==> src/sorted_sparse_triplet_table_defines.svh <==
// Assertion macros shared by the sorted sparse triplet table RTL.
// Used by files that carry concurrent checks; relies on clk and rst_n in scope.
`ifndef SORTED_SPARSE_TRIPLET_TABLE_DEFINES_SVH
`define SORTED_SPARSE_TRIPLET_TABLE_DEFINES_SVH

// Condition must hold at every clock edge out of reset.
`define SSTT_ASSERT_HOLD(lbl, cond, msg) \
  lbl: assert property (@(posedge clk) disable iff (!rst_n) (cond)) else $error(msg);

// Consequent must hold in the same cycle as the antecedent.
`define SSTT_ASSERT_IMPL(lbl, ante, cons, msg) \
  lbl: assert property (@(posedge clk) disable iff (!rst_n) (ante) |-> (cons)) \
    else $error(msg);

// Consequent must hold in the cycle after the antecedent.
`define SSTT_ASSERT_NEXT(lbl, ante, cons, msg) \
  lbl: assert property (@(posedge clk) disable iff (!rst_n) (ante) |=> (cons)) \
    else $error(msg);

`endif

==> src/sstt_pkg.sv <==
// Shared types and codes for the sorted sparse triplet table.
// No dependencies; imported by sstt_cell, sorted_sparse_triplet_table and the bench.
package sstt_pkg;

  typedef enum logic [1:0] {
    STAT_OK    = 2'd0,
    STAT_RANGE = 2'd1,
    STAT_FULL  = 2'd2
  } status_t;

  typedef enum logic {
    CMD_READ  = 1'b0,
    CMD_WRITE = 1'b1
  } cmd_t;

  typedef enum logic {
    CFG_NUM_ROWS = 1'b0,
    CFG_NUM_COLS = 1'b1
  } cfg_idx_t;

  // Control part of the search token walking the cell chain.
  typedef struct packed {
    logic active;  // token present in this stage
    cmd_t cmd;
    logic placed;  // match or insertion point already found
    logic hit;     // matching entry found
    logic drop;    // insert refused, table full
  } tok_ctl_t;

endpackage

==> src/sstt_cell.sv <==
// One table slot of the sorted sparse triplet table chain.
// Depends on sstt_pkg for the token control struct.
module sstt_cell import sstt_pkg::*; #(
  parameter int KEY_W    = 16,
  parameter int VAL_W    = 32,
  parameter int CNT_W    = 7,
  parameter int CELL_IDX = 0
) (
  input  logic             clk,
  input  logic             rst_n,
  input  logic [CNT_W-1:0] count,
  input  logic             full,
  input  tok_ctl_t         tok_ctl_in,
  input  logic [KEY_W-1:0] tok_key_in,
  input  logic [VAL_W-1:0] tok_val_in,
  output tok_ctl_t         tok_ctl_out,
  output logic [KEY_W-1:0] tok_key_out,
  output logic [VAL_W-1:0] tok_val_out
);

  logic [KEY_W-1:0] ent_key_r, ent_key_nxt;
  logic [VAL_W-1:0] ent_val_r, ent_val_nxt;
  tok_ctl_t         ctl_r, ctl_nxt;
  logic [KEY_W-1:0] key_r, key_nxt;
  logic [VAL_W-1:0] val_r, val_nxt;
  logic             slot_valid;

  assign slot_valid = CNT_W'(CELL_IDX) < count;

  always_comb begin
    ctl_nxt     = tok_ctl_in;
    key_nxt     = tok_key_in;
    val_nxt     = tok_val_in;
    ent_key_nxt = ent_key_r;
    ent_val_nxt = ent_val_r;
    if (tok_ctl_in.active) begin
      if (!tok_ctl_in.placed) begin
        if (slot_valid && ent_key_r == tok_key_in) begin
          ctl_nxt.placed = 1'b1;
          ctl_nxt.hit    = 1'b1;
          if (tok_ctl_in.cmd == CMD_WRITE) begin
            ent_val_nxt = tok_val_in;
          end else begin
            val_nxt = ent_val_r;
          end
        end else if (!slot_valid || ent_key_r > tok_key_in) begin
          ctl_nxt.placed = 1'b1;
          if (tok_ctl_in.cmd == CMD_WRITE) begin
            if (full) begin
              ctl_nxt.drop = 1'b1;
            end else begin
              // take the new entry, pass the old one on
              ent_key_nxt = tok_key_in;
              ent_val_nxt = tok_val_in;
              key_nxt     = ent_key_r;
              val_nxt     = ent_val_r;
            end
          end
        end
      end else if (tok_ctl_in.cmd == CMD_WRITE && !tok_ctl_in.hit && !tok_ctl_in.drop) begin
        // ripple the displaced entry up one slot
        ent_key_nxt = tok_key_in;
        ent_val_nxt = tok_val_in;
        key_nxt     = ent_key_r;
        val_nxt     = ent_val_r;
      end
    end
  end

  always_ff @(posedge clk) begin
    if (!rst_n) begin
      ctl_r <= '0;
    end else begin
      ctl_r <= ctl_nxt;
    end
  end

  always_ff @(posedge clk) begin
    ent_key_r <= ent_key_nxt;
    ent_val_r <= ent_val_nxt;
    key_r     <= key_nxt;
    val_r     <= val_nxt;
  end

  assign tok_ctl_out = ctl_r;
  assign tok_key_out = key_r;
  assign tok_val_out = val_r;

endmodule

==> config.mk <==
export PLATFORM = sky130hd
export DESIGN_NAME = sstt_cell
export DESIGN_NICKNAME = d
export VERILOG_FILES = /design/src/sorted_sparse_triplet_table_defines.svh /design/src/sstt_pkg.sv /design/src/sstt_cell.sv
export SDC_FILE = /design/constraint.sdc
export NUM_CORES = 1
export LEC_CHECK = 0
export BUFFER_PORTS_ARGS = -buffer_cell sky130_fd_sc_hd__buf_2
export CAP_MARGIN = 20
export CORE_ASPECT_RATIO = 0.6
export CORE_MARGIN = 10
export CORE_UTILIZATION = 56
export DETAILED_ROUTE_END_ITERATION = 8
export HOLD_SLACK_MARGIN = 0.03
export PLACE_DENSITY = 0.78
export SYNTH_ARGS = -nofsm -noshare
export SYNTH_HDL_FRONTEND = slang
export SYNTH_SLANG_ARGS = --single-unit
==> constraint.sdc <==
create_clock -name clk -period 4.4 [get_ports clk]
set_input_delay 1.1 -clock clk [delete_from_list [all_inputs] [get_ports clk]]
set_output_delay 1.1 -clock clk [all_outputs]
set_load 0.02 [all_outputs]
# Word-level counts from Yosys, hierarchy flattened
# Cells that the tools add are included.
[op_classes] n_lt_le_gt_ge=2 n_eq_ne=5 mux=36 n_reduce_logical=13
[op_table] op="32-bit two-way mux" count=14
[op_table] op="16-bit two-way mux" count=13
[op_table] op="16-bit equality test" count=1
[op_table] op="16-bit > comparator" count=1
[op_table] op="1-bit by 7-bit < comparator with 1-bit output (first input constant)" count=1
[op_table] op="1-bit two-way mux" count=7
[op_table] op="3-bit two-way mux" count=2
[op_table] op="6-bit AND reduction" count=1
[op_table] op="3-bit nonzero test" count=2
[op_table] op="5-bit AND reduction" count=1
[op_table] op="2-bit by 1-bit inequality test with 1-bit output (second input constant)" count=2
[op_table] op="2-bit nonzero test" count=2
[op_table] op="1-bit logical AND" count=3
[op_table] op="1-bit zero test" count=3
[op_table] op="3-bit by 1-bit inequality test with 1-bit output (second input constant)" count=1
[op_table] op="2-bit inequality test (second input constant)" count=1
[op_table] op="1-bit logical OR" count=1
[totals] ff_bits=101 input_bits=63 out_inout_bits=53 wordCells=65

# Longest topological paths before layout
[depth] ltp_word=7 mapped_depth=10 ltp_nobuf=8

# Worst setup path after synthesis
# No wires, ideal clock.
[synth_path] path_type="input to register" from="input tok_key_in[10]" to="register ent_val_r[0], enable pin" setup_time_ns=0.392 t_arrival_ns=3.142 required_ns=4.008 path_slack_ns=0.866 cell_stages=8 path_buffers=0 path_cell_list="inv_1 ha_1 and4_1 and3_1 o21ai_0 and3_1 o21ai_0 and3_1"
[synth_between] elab_chain_len=4 word_cells_on_any_way=8 cone_classes="1 x order compare; 2 x eq/ne; 5 x reduce/logical"
[synth_lines] item="start, declared" line="sstt_cell.sv:14" rtl="input logic [KEY_W-1:0] tok_key_in,"
[synth_lines] item="16-bit > comparator / 16-bit equality test (equally long branches)" line="sstt_cell.sv:46, sstt_cell.sv:38"
[synth_lines] item="1-bit logical OR / 1-bit logical AND (equally long branches)" line="sstt_cell.sv:46, sstt_cell.sv:38"
[synth_lines] item="3-bit nonzero test (no source line) / 3-bit by 1-bit inequality test with 1-bit output (equally long branches)"
[synth_lines] item="5-bit AND reduction (no source line) *"
[synth_lines] item="end signal, assigned" line="sstt_cell.sv:80" rtl="ent_val_r <= ent_val_nxt;"
[synth_lines] item="end, declared" line="sstt_cell.sv:22" rtl="logic [VAL_W-1:0] ent_val_r, ent_val_nxt;"
# Mark *: on every way between the ends. The rest lies on a longest branch, timed or not.
# A chain may end at the register's enable or synchronous reset.

# Worst setup path after layout
[layout_path] from="input tok_key_in[9]" to="register val_r[24] (netlist: tok_val_out[24])"
[layout_between] elab_chain_len=6 word_cells_on_any_way=8 cone_classes="1 x order compare; 1 x eq/ne; 4 x mux; 2 x reduce/logical"
[layout_lines] item="16-bit > comparator" line="sstt_cell.sv:46" rtl="end else if (!slot_valid || ent_key_r > tok_key_in) begin"
[layout_lines] item="1-bit logical OR" line="sstt_cell.sv:46"
[layout_lines] item="32-bit two-way mux" line="sstt_cell.sv:46"
[layout_lines] item="32-bit two-way mux *" line="sstt_cell.sv:38" rtl="if (slot_valid && ent_key_r == tok_key_in) begin"
[layout_lines] item="32-bit two-way mux *" line="sstt_cell.sv:37" rtl="if (!tok_ctl_in.placed) begin"
[layout_lines] item="32-bit two-way mux *" line="sstt_cell.sv:36" rtl="if (tok_ctl_in.active) begin"
[layout_lines] item="via val_nxt[24]" line="sstt_cell.sv:25" rtl="logic [VAL_W-1:0] val_r, val_nxt;"
[layout_lines] item="end signal, assigned" line="sstt_cell.sv:82" rtl="val_r <= val_nxt;"
[layout_lines] item="end, declared" line="sstt_cell.sv:25"
# Mark *: on every way through the listed nets, which the timed path passes. The rest lies on a longest branch.

==> run_results.csv <==
group,metric,value,unit
layout,area_delta_synth_final,16.0,%
critical_path,required,4.66,ns
route,via_per_inst,6.54,
timing,hold_viol_final,0,
timing,setup_tns,0,ns
synthesis,synth_area,0.00606,sq mm
synthesis,ys_warn_count,0,
placed_design,place_congestion,0.803,
route,drt_wl_total,17.5,mm
synthesis,syn_area_per_cell,9.86,sq um
die,dieWidth,154,um
die,fp.coreArea,0.0106,sq mm
synthesis,syn_inst,615,
outcome,status,"complete, no violations",
clock_network,cts_buffers,9,
hold_path,hold_path_class,"flop to flop",
route,ant_nets,0,
power_and_ir_drop,ir_drop,202,uV
layout,final_common_cell,"buf_2",
timing,drv_slew,0,
timing,fin_crit_sh,0.775,
run,drv_cap,0,
grt,grt_use_total,0.216,
critical_path,crit_path_max_fanout,32,
clock_network,postCtsSetupBuffers,0,
clock_network,holdBufCountCts,0,
timing,fmax,293,MHz
route,dr.pass1.iters,5,
timing,setup_slack,0.990,ns
grt,grt_first_pass_wirelength,28.0,mm
critical_path,max_stage_delay,0.68,ns
critical_path,cp.arrival,3.67,ns
layout,layout_common_cells,"113 x buf_2, 97 x nand3_1, 63 x a31oi_1",
layout,multi_input_area,0.00331,sq mm
power_and_ir_drop,power_leakage,3.01,nW
route,drtIter0Drc,546,
synthesis,synthesis.nets,694,
synthesis,ys.flop_type,"dfxtp_1",
synthesis,netlist.area_leader.share,0.238,
clock_network,cts.sinks,101,
clock_network,cts_resized,0,
synthesis,synth_seq_area_share,0.413,
die,io_pins,116,
grt,grt_pass1_vias,5589,
timing,worst_pin_slew,0.867,ns
route,wl_per_cell,20.8,um
synthesis,yosysTopAreaCell,"edfxtp_1",
synthesis,ys_seq_elements,101,
layout,register_area,0.00250,sq mm
layout,drive_above_1_share,0.290,
die,die_area,0.0155,sq mm
timing,rsz0062_at_grt,"false",
layout,nNetsFinal,774,
critical_path,worstSetupPathType,"primary input to flop",
critical_path,start_kind,"primary input",
clock_network,clk_latency,0.35,ns
synthesis,synthArstFlopShare,0,
power_and_ir_drop,pwr_density_cell,333,mW/mm^2
route,via_count,5501,
grt,grt_overflow,0,
synthesis,yosys-top-cells-area,"edfxtp_1 24%, dfxtp_1 18%, nand3_1 8.1%",
critical_path,path_cells,"buf_2, inv_1, ha_1, and4_1, and3_1, o21ai_0, a31oi_4, nand3_2, a2bb2oi_1",
synthesis,synthDistinctLibCells,38,
placed_design,detailed_place_hpwl,11.2,mm
timing,max_slew_margin,0.422,
die,die_height,101,um
clock_network,cts_max_path_buffers,2,
critical_path,crit_path_end_kind,"flop",
die,rows,29,
clock_network,htree_num_levels,3,
clock_network,path_clk_slew,0.07,ns
grt,antenna_found_initial,2,
layout,nFillCells,815,
clock_network,cts_tree,"built",
timing,setup_viol,0,
placed_design,io_buffers,115,
grt,grt_max_degree,61,
timing,post-route-min-period,3.41,ns
placed_design,place_ws,0.699,ns
die,start_util,0.574,
clock_network,root_buffer,"clkbuf_16",
timing,clock_skew,0.00995,ns
route,drc_errors,0,
synthesis,synth_edf_count,48,
critical_path,cp_slowest_cell,"nand3_2",
registers in the layout (all words and copies together) (netlist names):
signal,cells
tok_ctl_out,5
ent_val_r,32
ent_key_r,16
tok_key_out,16
tok_val_out,32
per-layer routing:
metal	global-route usage	share of wire
met1	0.266	0.42
met2	0.356	0.48
met3	0.0575	0.086
met4	0.0803	0.0094
met5	0	0.00074
final timing paths:
kind / slack, ns / to / depth (start not counted) / startpoint
hold / removal: 0.52 / tok_key_out[0]$_DFF_P_ / 1 / ent_key_r[0]$_DFFE_PP_
hold reg to reg: 0.52 / tok_key_out[0]$_DFF_P_ / 1 / ent_key_r[0]$_DFFE_PP_
setup / recovery: 0.99 / tok_val_out[24]$_DFF_P_ / 9 / tok_key_in[9]
setup reg to reg: 1.45 / tok_val_out[24]$_DFF_P_ / 7 / ent_key_r[11]$_DFFE_PP_
kinds of logic (layout without fill, tap and decap cells):
family,count (synthesis),in the layout,share of synthesized area
buffers and inverters,75,160,0.0477
adder cells (fa/ha/maj),16,16,0.0330
AND/OR/NAND/NOR,131,131,0.115
flip-flops,101,101,0.413
other,0,2,0
AO/OA/AOI/OAI,212,212,0.244
multiplexers,80,80,0.148
report_power, final:
group / total (mW) / internal (mW) / switching, mW
clock: 0.835 / 0.475 / 0.360
combinational: 0.441 / 0.178 / 0.263
sequential: 1.07 / 1.04 / 0.0233
stage by stage:
step                instances  hold WS (ns)  utilization  area [sq um]  total power [mW]
finish                    841         0.515        0.666          7030              2.34
global route              839         0.534        0.666          7030              2.43
CTS                       839         0.526        0.666          7030              2.35
detailed placement        823         0.500        0.636          6720              1.52
global placement          823         0.485        0.636          6720              1.50
floorplan                 615         0.477            -          6060              1.37
cells in the mapped netlist (5+ instances only):
library cell and n:
nand3_1 98, a31oi_1 63, dfxtp_1 53, clkbuf_1 51, edfxtp_1 48, mux2_2 39, a21oi_1 38, a21o_1 32
a2bb2oi_1 32, mux2i_1 32, o21bai_1 32, inv_1 17, ha_1 16, mux2_4 9, buf_1 6, o21ai_0 6
nor2b_1 5
critical path: cells and delay by family:
| family | cells | cell delay, ns |
|---|---|---|
| buf+inv | 2 | 0.15 |
| simple gates | 3 | 1.22 |
| fa+ha+maj | 1 | 0.30 |
| compound gates | 3 | 0.87 |
final cells by class:
type,instances,area share
flip-flops and latches,101,0.356
repair buffers,127,0.0953
multi-input cells,439,0.470
well taps,139,0.0247
clock inverters,5,0.00818
diodes,2,0.000711
clock buffers,11,0.0361
inverters,17,0.00907
(Power assumes the default switching activity.)
